`config.mk`:
```
export PLATFORM = sky130hd
export DESIGN_NAME = bds_out
export DESIGN_NICKNAME = d
export VERILOG_FILES = /design/src/hdl/bds_pkg.sv /design/src/hdl/bds_out.sv
export SDC_FILE = /design/constraint.sdc
export NUM_CORES = 1
export LEC_CHECK = 0
export ABC_AREA = 1
export ABC_CLOCK_PERIOD_IN_PS = 6000
export BUFFER_PORTS_ARGS = -buffer_cell sky130_fd_sc_hd__buf_2
export CAP_MARGIN = 25
export CORE_ASPECT_RATIO = 1.25
export CORE_MARGIN = 2
export CORE_UTILIZATION = 56
export DETAILED_ROUTE_END_ITERATION = 16
export PLACE_DENSITY_LB_ADDON = 0.08
export SYNTH_ARGS = -nofsm -noshare
export SYNTH_HDL_FRONTEND = slang
export SYNTH_SLANG_ARGS = --single-unit
```
`constraint.sdc`:
```
create_clock -name clk -period 6 [get_ports clk]
set_clock_uncertainty 0.15 [all_clocks]
set_input_delay 0.3 -clock clk [delete_from_list [all_inputs] [get_ports clk]]
set_output_delay 0.3 -clock clk [all_outputs]
set_load 0.02 [all_outputs]
```
`src/hdl/bds_pkg.sv`:
```
// ----------------------------------------------------------------------------
// bds_pkg
// Shared constants and types of the 2x2 box-filter downsampler.
// ----------------------------------------------------------------------------
package bds_pkg;

  localparam int MAX_WIDTH  = 4096;
  localparam int LINE_DEPTH = MAX_WIDTH / 2;
  localparam int XW         = $clog2(MAX_WIDTH);
  localparam int AW         = $clog2(LINE_DEPTH);
  localparam int CH         = 4;
  localparam int PW         = 9;
  localparam int MW         = CH * PW;

  typedef enum logic [1:0] {
    CFG_SRC_WIDTH  = 2'd0,
    CFG_SRC_HEIGHT = 2'd1,
    CFG_CHANNELS   = 2'd2
  } cfg_reg_t;

  typedef struct packed {
    logic [CH-1:0][PW-1:0] pair;
    logic                  use_self;
    logic                  last;
  } s1_t;

endpackage

```
`src/hdl/bds_out.sv`:
```
// ----------------------------------------------------------------------------
// bds_out
// Rounded mean of the two pair sums and the result register.
// ----------------------------------------------------------------------------
module bds_out (
  input  logic                   clk,
  input  logic                   rst_n,
  input  logic                   s1_valid,
  input  bds_pkg::s1_t           s1,
  input  logic [bds_pkg::MW-1:0] line_data,
  input  logic                   out_tready,
  output logic                   adv,
  output logic                   out_tvalid,
  output logic [31:0]            out_tdata,
  output logic                   out_tlast
);
  import bds_pkg::*;

  logic [CH-1:0][PW-1:0] other;
  logic [CH-1:0][7:0]    mean;
  logic [PW+1:0]         sum [CH];

  always_comb begin
    other = s1.use_self ? s1.pair : line_data;
    for (int i = 0; i < CH; i++) begin
      sum[i]  = {2'b00, s1.pair[i]} + {2'b00, other[i]} + 11'd2;
      mean[i] = sum[i][9:2];
    end
    adv = ~out_tvalid | out_tready;
  end

  always_ff @(posedge clk) begin
    if (!rst_n) begin
      out_tvalid <= 1'b0;
    end else if (adv) begin
      out_tvalid <= s1_valid;
    end
  end

  always_ff @(posedge clk) begin
    if (adv && s1_valid) begin
      out_tdata <= mean;
      out_tlast <= s1.last;
    end
  end

endmodule

```
==> results.ini <==
[grt]
grt_overflow = 0
grt_use_total_pct = 21.95
grt_max_degree = 38
antenna_found_initial = 0
grt_pass1_wl_mm = 11.72
grt_pass1_vias = 2900

[route]
route.detailed.drc = 0
wl_per_cell_um = 11.25
vias_per_cell = 4.980
wl_mm = 7.154
ant_nets = 0
drt_first_pass_iters = 4
vias = 3167
drt_iter0_markers = 90

[layout]
layout_common_cells = 187 x nand2_1, 112 x buf_2, 60 x inv_1, 60 x ha_1, 33 x edfxtp_1
synthToLayoutAreaGrowth_pct = 21.02
nets = 711
mostFrequentLayoutCell = nand2_1
n_antenna_cell = 0
drive_gt1_share_pct = 23.51
fill_cells = 520
stdcell_count = 636

[worst_setup_path]
cp.arrival_ns = 2.63
critPathMaxStageDelay_ns = 0.54
reg2reg_depth = 2
cp_common_cell = nand2_1
end_kind = flop
criticalPathCategory = input port to flop
reg2reg_slack_ns = 4.67
cp_data_required_time_ns = 5.90
start_kind = input port
r2r-start = out_tvalid
r2r_end = out_tdata[23]
crit_chain = buf_2, inv_4, nand2_1, nand2_1, ha_1, ha_1, a21oi_1, nor2_1, nor2_1, nand2_1, nand2_1, nand2_1
cp_max_fo = 37
slowest_stage = buf_2

[place]
place_hpwl_mm = 5.712
gp_congestion = 0.8596
place_inst = 627
portBuffers = 112

[clock_tree]
cts_buffer_depth = 2
cts_root_buffer = clkbuf_8
post_cts_buffers = 0
htreeDepth = 2
cts_tree = yes
cts_hold_buf = 0
cts.sinks = 34
clk_latency_ns = 0.29
cts_buffers = 5
clk_pin_slew_worst_paths_ns = 0.07
cts-resized-gates = 0

[sta]
hold_violations = 0
rsz0062_at_grt = false
period_share_pct = 45.49
max_freq_mhz = 366.4
max_slew.worst_pin.slew_ns = 0.6899
setup_tns_ns = 0
whs_ns = 0.03637
final-setup-viol-count = 0
drv_slew = 0
min_period_ns = 2.729
relSlewSlack_pct = 54.01

[power]
p_total_uw = 909.9
power_leakage_nw = 2.397
powerDensity_mw_per_mm2 = 221.2
ir_worst_vdd_uv = 105.5

[hold_path]
holdPathEnd = out_tlast
hp-start = s1[0]
hp-class = input port to flop
holdPathStages = 1

[floorplan]
die-area_mm2 = 0.006714
design.portCount = 113
fp.coreArea_mm2 = 0.005818
rows = 31
fp.dieH_um = 91.11
initial_core_util_pct = 58.43
dieWidth_um = 73.69

[synth]
seq_area_frac_synth_pct = 29.74
synthCells = 456
netlist_area_mm2 = 0.003400
ys_types = 21
synth_seq_cells = 34
avgSynthCellArea_um2 = 7.455
ys_warn_count = 0
synth_fp_nets = 598

[run]
maxCapViolCount = 0

[outcome]
status = complete, no violations

-- synth_stat cells --
library cell	instances	share of area, %
o21ai_0	8	1.2
nand2_2	8	1.5
nand2_1	187	21
o21bai_1	4	0.88
fa_1	4	2.4
a21boi_0	1	0.22
a21oi_1	10	1.5
buf_4	2	0.44
nor2_1	28	3.1
nand3_1	24	3.5
dfxtp_1	1	0.59
inv_4	1	0.18
clkbuf_1	1	0.11
ha_1	60	22
xor2_1	12	3.1
buf_2	2	0.29
buf_6	2	0.66
inv_1	60	6.6
and2_1	4	0.74
nand3_2	4	1.2
edfxtp_1	33	29
-- area by class of cell --
class                      count  area (µm²)  area share, %
sequential                    34        1011          24.57
tap                           66       82.58          2.007
clock inverter                 1       5.005         0.1217
clock buffer                   7       86.33          2.099
inverter                      61       231.5          5.627
multi-input combinational    354        2117          51.46
timing repair buffer         113       580.6          14.11
-- cells by family after synthesis --
| family | synth area share, % |
|---|---|
| buf+inv | 8.318 |
| simple gates | 30.66 |
| flops | 29.74 |
| xor+xnor | 3.092 |
| compound gates | 3.754 |
| fa+ha+maj | 24.44 |
-- layer usage --
layer	wire [µm]	global-route usage, %	vias up
met4	148	7.727	0
li1	-	-	1677
met1	2877	22.54	1390
met2	3857	43.08	89
met5	0	0	-
met3	269	2.775	11
-- power by group --
part	leakage, nW	internal [mW]	switching (mW)	total [mW]
Sequential	0.330	0.320	0.00940	0.329
Clock	0.0482	0.0926	0.0850	0.178
Combinational	2.02	0.155	0.249	0.403
Total	2.40	0.567	0.343	0.910
-- stage by stage --
stage	utilization [%]	setup WS, ns	cell area, µm²
6_report	70.71	3.271	4114
5_1_grt	70.71	3.018	4114
4_1_cts	70.37	3.241	4094
3_3_place_gp	68.80	3.052	4003
3_5_place_dp	68.80	2.952	4003
2_1_floorplan	-	3.358	3400
-- worst max path at each step --
stage | start | end | slack, ns | cells past startpoint
2_1_floorplan | out_tvalid | out_tdata[0] | 3.36 | 1
5_1_grt | s1[1] | out_tdata[13] | 3.02 | 12
6_report | s1[1] | out_tdata[14] | 3.27 | 12
3_5_place_dp | s1[1] | out_tdata[14] | 2.95 | 12
3_3_place_gp | s1[1] | out_tdata[14] | 3.05 | 12
4_1_cts | s1[1] | out_tdata[14] | 3.24 | 12
-- registers in the layout (all words and copies together) (netlist names) --
| name | cells |
|---|---|
| out_tlast | 1 |
| out_tvalid | 1 |
| out_tdata | 32 |
-- critical path, delay by kind of cell --
family / cells / cell delay (ns)
adder cells (fa/ha/maj): 2 / 0.64
AND/OR/NAND/NOR: 7 / 0.55
AO/OA/AOI/OAI: 1 / 0.27
buffers and inverters: 2 / 0.85
Power figures use the tool's default switching activity.
