--- config.mk ---
export PLATFORM = sky130hd
export DESIGN_NAME = bds_front
export DESIGN_NICKNAME = d
export VERILOG_FILES = /design/src/hdl/bds_pkg.sv /design/src/hdl/bds_front.sv
export SDC_FILE = /design/constraint.sdc
export NUM_CORES = 1
export LEC_CHECK = 0
export ABC_CLOCK_PERIOD_IN_PS = 4600
export BUFFER_PORTS_ARGS = -buffer_cell sky130_fd_sc_hd__clkbuf_2
export CAP_MARGIN = 5
export CORE_MARGIN = 2
export CORE_UTILIZATION = 37
export CTS_BUF_LIST = sky130_fd_sc_hd__clkbuf_8
export CTS_CLUSTER_SIZE = 20
export DETAILED_ROUTE_END_ITERATION = 7
export GPL_TIMING_DRIVEN = 0
export PLACE_DENSITY = 0.65
export SETUP_SLACK_MARGIN = 0.1
export SYNTH_ARGS = -nofsm -noshare
export SYNTH_HDL_FRONTEND = slang
export SYNTH_SLANG_ARGS = --single-unit
--- constraint.sdc ---
create_clock -name clk -period 4.6 [get_ports clk]
set_clock_uncertainty 0.2 [all_clocks]
set_input_delay 0.46 -clock clk [delete_from_list [all_inputs] [get_ports clk]]
set_output_delay 0.46 -clock clk [all_outputs]
set_load 0.005 [all_outputs]
--- src/hdl/bds_pkg.sv ---
// ----------------------------------------------------------------------------
// bds_pkg
// Shared constants and types of the 2x2 box-filter downsampler.
// ----------------------------------------------------------------------------
package bds_pkg;

  localparam int MAX_WIDTH  = 4096;
  localparam int LINE_DEPTH = MAX_WIDTH / 2;
  localparam int XW         = $clog2(MAX_WIDTH);
  localparam int AW         = $clog2(LINE_DEPTH);
  localparam int CH         = 4;
  localparam int PW         = 9;
  localparam int MW         = CH * PW;

  typedef enum logic [1:0] {
    CFG_SRC_WIDTH  = 2'd0,
    CFG_SRC_HEIGHT = 2'd1,
    CFG_CHANNELS   = 2'd2
  } cfg_reg_t;

  typedef struct packed {
    logic [CH-1:0][PW-1:0] pair;
    logic                  use_self;
    logic                  last;
  } s1_t;

endpackage

--- src/hdl/bds_front.sv ---
// ----------------------------------------------------------------------------
// bds_front
// Configuration registers, raster position, held left texel, pair sums and
// the first pipeline register.
// ----------------------------------------------------------------------------
module bds_front (
  input  logic                   clk,
  input  logic                   rst_n,
  input  logic                   cfg_wr,
  input  logic [1:0]             cfg_index,
  input  logic [15:0]            cfg_data,
  input  logic                   in_acc,
  input  logic [31:0]            in_tdata,
  input  logic                   adv,
  output logic                   s1_valid_r,
  output bds_pkg::s1_t           s1_r,
  output logic                   mem_we,
  output logic                   mem_re,
  output logic [bds_pkg::AW-1:0] mem_addr,
  output logic [bds_pkg::MW-1:0] mem_wdata
);
  import bds_pkg::*;

  logic [12:0]           width_r;
  logic [15:0]           height_r;
  logic [2:0]            chan_r;
  logic [XW-1:0]         x_r, x_nxt;
  logic [15:0]           y_r, y_nxt;
  logic [CH-1:0][7:0]    held_r;

  logic [12:0]           w_eff;
  logic [15:0]           h_eff;
  logic [2:0]            lanes;
  logic [11:0]           ow;
  logic [14:0]           oh;
  logic                  w_one, h_one, have_pair, emit, restart;
  logic [CH-1:0][7:0]    texel;
  logic [CH-1:0][PW-1:0] pair;
  logic [AW-1:0]         ox;
  logic [14:0]           oy;
  s1_t                   s1_nxt;

  always_comb begin
    w_eff = width_r;
    if (width_r == 13'd0) begin
      w_eff = 13'd1;
    end else if (width_r > 13'(MAX_WIDTH)) begin
      w_eff = 13'(MAX_WIDTH);
    end
    h_eff = (height_r == 16'd0) ? 16'd1 : height_r;
    lanes = chan_r;
    if (chan_r == 3'd0) begin
      lanes = 3'd1;
    end else if (chan_r > 3'd4) begin
      lanes = 3'd4;
    end
    ow = (w_eff[12:1] == 12'd0) ? 12'd1 : w_eff[12:1];
    oh = (h_eff[15:1] == 15'd0) ? 15'd1 : h_eff[15:1];
    w_one = (w_eff == 13'd1);
    h_one = (h_eff == 16'd1);
    for (int i = 0; i < CH; i++) begin
      texel[i] = (3'(i) < lanes) ? in_tdata[8*i +: 8] : 8'd0;
      pair[i]  = w_one ? {texel[i], 1'b0} : ({1'b0, held_r[i]} + {1'b0, texel[i]});
    end
    have_pair = w_one | x_r[0];
    emit      = have_pair & (h_one | y_r[0]);
    ox        = w_one ? '0 : x_r[XW-1:1];
    oy        = h_one ? 15'd0 : y_r[15:1];
    s1_nxt.pair     = pair;
    s1_nxt.use_self = h_one;
    s1_nxt.last     = ({1'b0, ox} == ow - 12'd1) && (oy == oh - 15'd1);
    mem_we    = in_acc & have_pair & ~h_one & ~y_r[0];
    mem_re    = in_acc & emit & ~h_one;
    mem_addr  = ox;
    mem_wdata = pair;
  end

  always_comb begin
    x_nxt = x_r;
    y_nxt = y_r;
    if (in_acc) begin
      if ({1'b0, x_r} + 13'd1 >= w_eff) begin
        x_nxt = '0;
        y_nxt = ({1'b0, y_r} + 17'd1 >= {1'b0, h_eff}) ? 16'd0 : y_r + 16'd1;
      end else begin
        x_nxt = x_r + XW'(1);
      end
    end
  end

  always_comb begin
    unique case (cfg_reg_t'(cfg_index)) inside
      CFG_SRC_WIDTH, CFG_SRC_HEIGHT, CFG_CHANNELS: restart = cfg_wr;
      default:                                     restart = 1'b0;
    endcase
  end

  always_ff @(posedge clk) begin
    if (!rst_n) begin
      width_r  <= 13'd1;
      height_r <= 16'd1;
      chan_r   <= 3'd4;
    end else if (cfg_wr) begin
      unique case (cfg_reg_t'(cfg_index))
        CFG_SRC_WIDTH:  width_r  <= cfg_data[12:0];
        CFG_SRC_HEIGHT: height_r <= cfg_data;
        CFG_CHANNELS:   chan_r   <= cfg_data[2:0];
        default:        ;
      endcase
    end
  end

  always_ff @(posedge clk) begin
    if (!rst_n || restart) begin
      x_r    <= '0;
      y_r    <= '0;
      held_r <= '0;
    end else begin
      x_r <= x_nxt;
      y_r <= y_nxt;
      if (in_acc && !have_pair) begin
        held_r <= texel;
      end
    end
  end

  always_ff @(posedge clk) begin
    if (!rst_n) begin
      s1_valid_r <= 1'b0;
    end else if (in_acc) begin
      s1_valid_r <= emit;
    end else if (adv) begin
      s1_valid_r <= 1'b0;
    end
  end

  always_ff @(posedge clk) begin
    if (in_acc) begin
      s1_r <= s1_nxt;
    end
  end

`ifndef ASSERT_OFF
  a_x_in_range: assert property (@(posedge clk) disable iff (!rst_n)
    {1'b0, x_r} < w_eff)
    else $error("column position beyond image width");
  a_restart: assert property (@(posedge clk) disable iff (!rst_n)
    restart |=> x_r == '0 && y_r == 16'd0)
    else $error("register write did not restart the image");
`endif

endmodule

==> results of run 1 <==
==> final timing paths <==
| path | startpoint | to | slack, ns | cells past startpoint |
|---|---|---|---|---|
| worst max register to register | width_r[1] | s1_r[0] | 0.26 | 16 |
| worst min-delay path | in_tdata[1] | held_r[1] | 0.04 | 3 |
| worst min register to register | held_r[8] | held_r[8] | 0.26 | 2 |
| worst max-delay path | width_r[1] | s1_r[0] | 0.26 | 16 |
==> repair_timing <==
action / in CTS / in global routing
setup endpoints to repair: 16 / 31
endpoints found under the hold margin: 0 / 0
pin swaps: 1 / 5
resized for setup: 18 / 25
buffers inserted: 0 / 5
==> metrics by stage <==
stage | utilization, % | hold slack, ns | setup TNS [ns]
floorplan | - | 0.232 | 0
global placement | 42.3 | 0.248 | -2.81
detailed placement | 42.3 | 0.252 | -3.54
CTS | 44.2 | 0.00434 | 0
global route | 44.6 | 0.0246 | 0
finish | 44.6 | 0.0366 | 0
==> final cells by class <==
class,count,area (µm²),area share (%)
clock buffers,17,234,2.16
multi-input cells,832,5460,50.5
inverters,56,213,1.97
flip-flops and latches,131,3000,27.8
plain buffers,110,588,5.44
well taps,324,405,3.75
clock inverters,15,163,1.50
repair buffers,147,748,6.92
==> cell usage after synthesis, types with 6 or more instances <==
cell type,instances,area share [%]
xor2_1,16,1.5
a21oi_1,85,4.7
and2_1,34,2.3
o21a_1,8,0.66
nand2b_1,9,0.62
ha_1,65,8.9
or4_1,6,0.49
a211oi_1,8,0.66
a21boi_0,36,3.0
nor4b_1,6,0.58
nor2b_1,14,0.96
o31ai_1,9,0.74
inv_1,54,2.2
o21ai_0,41,2.2
a221o_1,6,0.66
a22o_1,9,0.86
nand2_1,184,7.6
or3_1,7,0.48
o21ai_1,7,0.38
nor2_1,54,2.2
edfxtp_1,38,12
and3_1,7,0.48
nand3_1,39,2.1
a31oi_1,9,0.62
nor4_1,17,1.2
nand4b_1,6,0.58
nor3b_1,12,0.99
mux2i_1,9,0.99
nor3_1,17,0.93
dfxtp_1,93,20
a21o_1,18,1.5
buf_4,36,3.0
clkbuf_1,70,2.9
xnor2_1,34,3.3
==> worst min-delay path: cells and delay by family <==
family | cells | cell delay (ns)
compound gates | 1 | 0.05
buf+inv | 1 | 0.10
simple gates | 1 | 0.06
==> logic make-up after synthesis <==
family / Yosys count / synth area share [%]
DFF: 131 / 32.9
adders and majority gates: 69 / 9.78
xor gates and xnor gates: 50 / 4.80
muxes: 12 / 1.36
AOI/OAI and AO/OA: 270 / 19.2
buffers and inverters: 170 / 8.69
and+or+nand+nor: 431 / 23.3
==> routing by layer <==
metal / track usage (%) / share of wire (%) / vias to the layer above
met3: 3.13 / 6.5 / 39
met2: 31.5 / 45 / 294
li1: - / - / 4270
met1: 27.0 / 47 / 3933
met5: 0 / 0 / -
met4: 6.70 / 2.2 / 0
==> power breakdown <==
group / internal [mW] / leakage (nW) / switching, mW
sequential: 1.28 / 1.13 / 0.0362
combinational: 0.444 / 3.24 / 0.568
clock: 0.454 / 0.201 / 0.558
total: 2.18 / 4.57 / 1.16
==> registers in the layout, summed over array words and instances, names as in the netlist <==
register	cells
s1_valid_r	1
y_r	16
chan_r	3
height_r	16
x_r	12
held_r	32
width_r	13
s1_r	38
==> flow_summary.toml, run 1 <==
[critical_path]
critical_path.n_buffers_inverters = 4
critical-path-max-stage-delay_ns = 0.43
timing_worst_setup_path_type = "reg2reg"
crit_slowest_cell = "nor4_2"
start_kind = "flop"
cp_cell_instances = "nor4_4 > nand3_1 > nor2_4 > buf_4 > buf_4 > buf_6 > a21oi_1 > ha_1 > clkbuf_1 > nor2b_1 > a41o_1 > o31ai_1 > nand3_1 > a221oi_2 > o2111ai_1 > nor4_2"
worstPathRequired_ns = 4.64
crit_family = "simple AND/OR/NAND/NOR gates"
cp_max_fo = 10
cp_endpoint_kind = "flop"
critical_path_arrival_ns = 4.38

[sta]
timing.final.hold_violations = 0
report.final.setup_viol = 0
setup_ws_ns = 0.260
fmax_mhz = 230
final-max-slew-violation-count = 0
timing.final.crit_share_pct = 94.4
timing.slew.headroom_pct = 26.4
worst_slew_pin_slew_ns = 1.10
finalWorstPathRequiredPeriod_ns = 4.34
grt_setup_unrepaired = "yes"

[synthesis]
distinct_cell_type_count_after_synthesis = 69
post_synth_instance_area_um2 = 9130
mappedNetlistNets = 1257
synth_async_sr_flop_share_pct = 0
synthesis.instances = 1133
share_of_the_yosys_chip_area_belonging_to_registers_pct = 32.9
number_of_flops_mapped_to_enable_cells_by_yosys = 38
dominantRegCellSynth = "dfxtp_1"
synth-seq-cells = 131
yosys_warnings = 0
postSynthAreaPerCell_um2 = 8.06

[floorplanning]
die_width_um = 161
rows = 57
io-pin-count = 143
die-height_um = 161
design.die.area_um2 = 26000
floorplan.initialDensity_pct = 37.7
core_region_area_um2 = 24200

[drt]
final_routed_wirelength_across_all_metal_layers_um = 25600
num_vias = 8536
antenna_violating_nets_post_route = 0
detailedRoute.firstIterationViolations = 477
total_drc_errors_in_the_routed_layout = 0
routed_wirelength_normalized_by_instance_count_um = 15.7
detailedRoute.firstPassIterationCount = 5
routed_via_density = 5.23

[finish]
antenna_cells_inserted = 0
fillers = 2468
syn_to_final_growth_pct = 18.4
final_area_um2 = 10800
most_common_library_cell_in_the_layout_ignoring_fill_and_taps = "nand2_1"
nNetsFinal = 1419
final-instance-count-excl-fill = 1632
layout_common_cells = "nand2_1, clkbuf_2, dfxtp_1"
final_layout_size_suffix_gt1_share_pct = 19.9

[power]
finalPower_mw = 3.34
power.leakage_nw = 4.57
max-vdd-ir-drop_mv = 0.153
power-per-cell-area_nw_per_um2 = 309

[global_routing]
grt-ovfl-total = 0
grt_start_max_net_pins = 43
antenna_found_initial = 0
grt_pass1_wl_um = 41000
global_route.usage.total_pct = 19.7
grt_pass1_vias = 8077

[cts]
hold_buffers = 0
clkSinkCount = 131
cts_made_buffers = 17
htree_num_levels = 4
clock_path_buffers = 2
tritoncts = "built"
clk-insertion-delay-late_ns = 0.46
cts.clk_slew.worst_paths_ns = 0.10
cts.root.buffer_cell = "clkbuf_8"

[placement]
placedCellCount = 1599
post-place-ws_ns = -0.843
placed_cell_area_um2 = 10200
place.gp.congestion = 0.918
dpl.hpwl_um = 19800
port_buffers = 142

[job]
maxCapViolations = 0

[min_path]
worst_min_delay_path_category = "in2reg"

[run_status]
outcome = "completed"
(Power assumes the default switching activity.)
==> run 2: changes to the inputs <==
ABC_AREA = 1   (was default)
==> run 2 against run 1 <==
Effect of this change: via count down 3.1%; non-clock buffer count down 36; sequential cell count unchanged; sequential share of layout area up 1.6 points; worst hold slack worse by 0.0023 ns.
==> flow_summary.toml, run 2 <==
[run_status]
outcome = "completed"

[synthesis]
synthTopCellsByArea = "dfxtp_1, edfxtp_1, nand2_1"
postSynthAreaPerCell_um2 = 7.21
synth-seq-cells = 131
synth.cells.most_frequent = "nand2_1, nor2_1, inv_1"
most_frequent_cell_after_synthesis = "nand2_1"
share_of_the_yosys_chip_area_belonging_to_registers_pct = 34.5
synth_async_sr_flop_share_pct = 0
yosys_warnings = 0
post_synth_instance_area_um2 = 8700
mappedNetlistNets = 1331
distinct_cell_type_count_after_synthesis = 41
number_of_flops_mapped_to_enable_cells_by_yosys = 38
synth_largest_type_area_fraction_pct = 21.4
synthesis.instances = 1207
synth.largest_area_cell = "dfxtp_1"
dominantRegCellSynth = "dfxtp_1"

[cts]
clkSinkCount = 131
cts_made_buffers = 17
cts.clk_slew.worst_paths_ns = 0.10
tritoncts = "built"
htree_num_levels = 4
cts.root.buffer_cell = "clkbuf_8"
cts.repair_timing.setup_buffer_count = 0
hold_buffers = 0
clock_path_buffers = 2
clk-insertion-delay-late_ns = 0.48

[critical_path]
start_kind = "flop"
worstPathRequired_ns = 4.75
timing.reg2reg.worst_path_depth = 15
cp_max_fo = 10
r2r_start = "x_r[0]"
reg2reg_setup_slack_ns = 0.33
cp_endpoint_kind = "flop"
timing_worst_setup_path_type = "reg2reg"
critical_path_arrival_ns = 4.42
critical_path.reg2reg.endpoint = "y_r[11]"

[drt]
routed_wirelength_normalized_by_instance_count_um = 14.3
detailedRoute.firstPassIterationCount = 5
detailedRoute.firstIterationViolations = 403
routed_via_density = 4.87
num_vias = 8272
total_drc_errors_in_the_routed_layout = 0
final_routed_wirelength_across_all_metal_layers_um = 24300
antenna_violating_nets_post_route = 0

[power]
finalPower_mw = 3.44
power.leakage_nw = 4.84
max-vdd-ir-drop_mv = 0.200
power-per-cell-area_nw_per_um2 = 336

[finish]
layout_common_cells = "nand2_1, nor2_1, clkbuf_2"
nNetsFinal = 1492
antenna_cells_inserted = 0
reg_top3 = "s1_r x38, held_r x32"
final_area_um2 = 10200
syn_to_final_growth_pct = 17.4
fillers = 2469
most_common_library_cell_in_the_layout_ignoring_fill_and_taps = "nand2_1"
largest_register_ff_count = 38
utilization_pct = 43.9
max_flop_register = "s1_r"
final_layout_size_suffix_gt1_share_pct = 17.0

[min_path]
worst_min_delay_path_category = "in2reg"
hold_path_end = "width_r[6]"
timing.hold.worst.start = "cfg_data[6]"
timing.hold.worst_path_depth = 3

[sta]
final-max-slew-violation-count = 0
worst_slew_pin_slew_ns = 1.11
fmax_mhz = 234
timing.final.hold_violations = 0
timing.slew.headroom_pct = 26.0
final.setup.tns_ns = 0
setup_ws_ns = 0.333
report.final.setup_viol = 0
timing.final.crit_share_pct = 92.8
grt_setup_unrepaired = "no"
finalWorstPathRequiredPeriod_ns = 4.27

[global_routing]
antenna_found_initial = 0
global_route.usage.total_pct = 19.7
grt_pass1_vias = 7753
grt-ovfl-total = 0
grt_pass1_wl_um = 38300
grt_start_max_net_pins = 43

[floorplanning]
design.die.area_um2 = 24800
floorplan.initialDensity_pct = 37.4
die_width_um = 157
io-pin-count = 143
rows = 56
die-height_um = 157
core_region_area_um2 = 23300

[job]
maxCapViolations = 0

[placement]
dpl.hpwl_um = 19400
placed_cell_area_um2 = 9810
place.gp.congestion = 0.907
port_buffers = 142
post-place-ws_ns = 0.299
-- run 2: cell types whose count changed after synthesis, sizes merged, moves of 16 or more --
| cell | change |
|---|---|
| nand2 | +42 |
| inv | +84 |
| xor2 | +20 |
| and2 | -33 |
| clkbuf | -38 |
| nor2 | +121 |
| a21boi | -36 |
| nor4 | -16 |
| o21ai | +76 |
-- run 2: area by class of cell --
class,count,area [µm²],share of cell area (%)
clock inverters,15,160,1.57
multi-input cells,855,4720,46.2
clock buffers,17,234,2.29
plain buffers,79,455,4.46
inverters,142,533,5.22
repair buffers,142,711,6.95
flip-flops and latches,131,3000,29.4
well taps,319,399,3.91
-- run 2: worst max-delay path by stage --
stage | end | slack, ns | cells after the start | from
2_1_floorplan | y_r[11] | 1.36 | 15 | x_r[0]
3_3_place_gp | y_r[11] | 0.37 | 15 | x_r[0]
3_5_place_dp | y_r[11] | 0.30 | 15 | x_r[0]
4_1_cts | y_r[11] | 0.30 | 15 | x_r[0]
5_1_grt | y_r[14] | 0.13 | 15 | x_r[0]
6_report | y_r[11] | 0.33 | 15 | x_r[0]
-- run 2: power by group --
group / internal [mW] / switching [mW] / total (mW) / leakage [nW]
clock: 0.405 / 0.574 / 0.978 / 0.189
combinational: 0.463 / 0.644 / 1.11 / 3.51
sequential: 1.31 / 0.0422 / 1.35 / 1.14
-- run 2: kinds of logic (layout without fill, tap and decap cells) --
family / count (synthesis) / after routing / share of synthesized area (%)
AOI/OAI and AO/OA: 248 / 248 / 15.3
xor gates and xnor gates: 61 / 61 / 6.14
adders and majority gates: 69 / 69 / 10.3
buffers and inverters: 221 / 395 / 11.3
DFF: 131 / 131 / 34.5
and+or+nand+nor: 477 / 477 / 22.4
-- run 2: critical path, stage by stage, from the launching register on --
cell,delay (ns)
dfxtp_1,0.39
inv_1,0.10
nor3_1,0.34
nand3_1,0.23
nor3_1,0.36
nand3_1,0.14
xor2_1,0.18
ha_1,0.30
nand2_1,0.06
inv_1,0.05
nand4_1,0.06
o311ai_0,0.62
nand2_2,0.34
clkbuf_1,0.42
a22oi_1,0.28
nor2_1,0.07
-- run 2: timing repair --
action | 4_1_cts | 5_1_grt
gates resized for setup | 0 | 6
setup endpoints to repair | 0 | 7
endpoints found under the hold margin | 0 | 0
-- run 2: layer usage --
layer | share of wire [%] | track usage (%)
met5 | 0 | 0
met4 | 3.2 | 8.27
met3 | 5.3 | 3.44
met2 | 47 | 33.0
met1 | 45 | 24.8
-- run 2: through the flow --
step / std cells / hold slack [ns]
2_1_floorplan: 1207 / 0.246
3_3_place_gp: 1668 / 0.269
3_5_place_dp: 1668 / 0.284
4_1_cts: 1700 / 0.0226
5_1_grt: 1700 / 0.0359
6_report: 1700 / 0.0343
==> run 3: changes to the inputs <==
PLACE_DENSITY = default   (was 0.65)
==> run 3 against run 2 <==
Effect of this change: sequential cell count unchanged; utilization is essentially flat; worst setup slack better by 0.10 ns; final cell count did not move; register-to-register slack improved by 0.29 ns; sequential share of layout area about the same; non-clock buffer count is the same; worst hold slack better by 0.0024 ns; via count shrank 0.36%; critical endpoint is now mem_wdata[17].
==> flow_summary.toml, run 3 (same netlist as run 2, synthesis figures left out) <==
[critical_path]
cp_endpoint_kind = "output pin"
cp_cell_instances = "clkbuf_1 > o21ai_0 > fa_1 > o21ai_0 > a21oi_1 > o21bai_1 > nand2_1 > nand2_1 > a21oi_1 > o21ai_0 > buf_4 > clkbuf_2"
critical-path-max-stage-delay_ns = 0.51
crit_slowest_cell = "fa_1"
worstPathRequired_ns = 3.94
reg2reg_setup_slack_ns = 0.62
r2r_start = "x_r[0]"
path_common_cell = "o21ai_0"
start_kind = "flop"
critical_path.reg2reg.endpoint = "y_r[14]"
timing_worst_setup_path_type = "reg2out"
critical_path_arrival_ns = 3.51
timing.reg2reg.worst_path_depth = 15
cp_max_fo = 10

[finish]
antenna_cells_inserted = 0
final-instance-count-excl-fill = 1700
layout_common_cells = "nand2_1, nor2_1, clkbuf_2"
max_flop_register = "s1_r"
nNetsFinal = 1492
largest_register_ff_count = 38
fillers = 2467
utilization_pct = 43.9
final_layout_size_suffix_gt1_share_pct = 16.8
syn_to_final_growth_pct = 17.3
most_common_library_cell_in_the_layout_ignoring_fill_and_taps = "nand2_1"
reg_top3 = "s1_r x38, held_r x32"

[sta]
finalWorstPathRequiredPeriod_ns = 4.17
fmax_mhz = 240
timing.slew.headroom_pct = 17.8
grt_setup_unrepaired = "no"
report.final.setup_viol = 0
worst_slew_pin_slew_ns = 1.23
timing.final.hold_violations = 0
timing.final.crit_share_pct = 90.6
final.setup.tns_ns = 0
final-max-slew-violation-count = 0

[floorplanning]
die-height_um = 157
floorplan.initialDensity_pct = 37.4
io-pin-count = 143
core_region_area_um2 = 23300
rows = 56
die_width_um = 157
design.die.area_um2 = 24800

[min_path]
timing.hold.worst_path_depth = 3
worst_min_delay_path_category = "in2reg"
timing.hold.worst.start = "cfg_data[6]"
hold_path_end = "width_r[6]"

[drt]
routed_wirelength_normalized_by_instance_count_um = 14.6
num_vias = 8242
total_drc_errors_in_the_routed_layout = 0
final_routed_wirelength_across_all_metal_layers_um = 24800
routed_via_density = 4.85
antenna_violating_nets_post_route = 0
detailedRoute.firstPassIterationCount = 5
detailedRoute.firstIterationViolations = 533

[global_routing]
grt_pass1_wl_um = 38100
global_route.usage.total_pct = 19.8
grt-ovfl-total = 0
grt_pass1_vias = 7478
grt_start_max_net_pins = 43
antenna_found_initial = 0

[job]
maxCapViolations = 0

[placement]
place.gp.congestion = 0.957
port_buffers = 142
dpl.hpwl_um = 19600
placedCellCount = 1668

[power]
power.leakage_nw = 4.84
power-per-cell-area_nw_per_um2 = 339
max-vdd-ir-drop_mv = 0.177
finalPower_mw = 3.46

[cts]
clock_path_buffers = 2
cts.root.buffer_cell = "clkbuf_8"
cts.clk_slew.worst_paths_ns = 0.09
clk-insertion-delay-late_ns = 0.48
tritoncts = "built"
htree_num_levels = 4
cts_made_buffers = 17
clkSinkCount = 131

[run_status]
outcome = "completed"
[run 3: cell type report]
type	instances	area [µm²]	share of cell area, %
inverter	142	533	5.22
clock inverter	15	156	1.53
timing repair buffer	142	711	6.96
multi-input combinational	855	4720	46.2
sequential	131	3000	29.4
buffer	79	454	4.45
tap	319	399	3.91
clock buffer	17	234	2.29
[run 3: worst max-delay path: cells and delay by family (launching register included)]
family                   cells  cell delay, ns
AO/OA/AOI/OAI                6            1.32
adder cells (fa/ha/maj)      1            0.51
buffers and inverters        3            0.69
flip-flops                   1            0.37
AND/OR/NAND/NOR              2            0.16
[run 3: worst max-delay path by stage]
stage | from | end | slack (ns) | depth (start not counted)
3_3_place_gp | x_r[0] | y_r[14] | 0.29 | 15
5_1_grt | chan_r[2] | mem_wdata[16] | 0.10 | 15
4_1_cts | x_r[0] | y_r[14] | 0.36 | 15
2_1_floorplan | x_r[0] | y_r[11] | 1.36 | 15
3_5_place_dp | x_r[0] | y_r[14] | 0.36 | 15
6_report | chan_r[2] | mem_wdata[17] | 0.43 | 12
[run 3: metal layers]
| layer | wire length, µm | global-route usage, % | vias up |
|---|---|---|---|
| met5 | 0 | 0 | - |
| met4 | 403 | 5.58 | 0 |
| met3 | 1160 | 3.47 | 30 |
| met2 | 11700 | 32.8 | 193 |
| met1 | 11600 | 26.5 | 3790 |
| li1 | - | - | 4229 |
[run 3: metrics by stage]
step	setup slack [ns]	cell area [µm²]	hold slack [ns]
6_report	0.433	10200	0.0367
5_1_grt	0.102	10200	0.0322
4_1_cts	0.364	10200	0.0225
3_5_place_dp	0.363	9810	0.251
3_3_place_gp	0.293	9810	0.259
2_1_floorplan	1.36	8700	0.246
[run 3: where the power goes]
part,switching [mW],internal (mW)
sequential,0.0422,1.31
clock,0.596,0.408
combinational,0.647,0.463
total,1.29,2.18
[run 3: timing repair]
| item | CTS | global route |
|---|---|---|
| setup buffers | 0 | 0 |
| endpoints found under the setup margin | 0 | 9 |
| gates resized for setup | 0 | 2 |
| hold buffers | 0 | 0 |
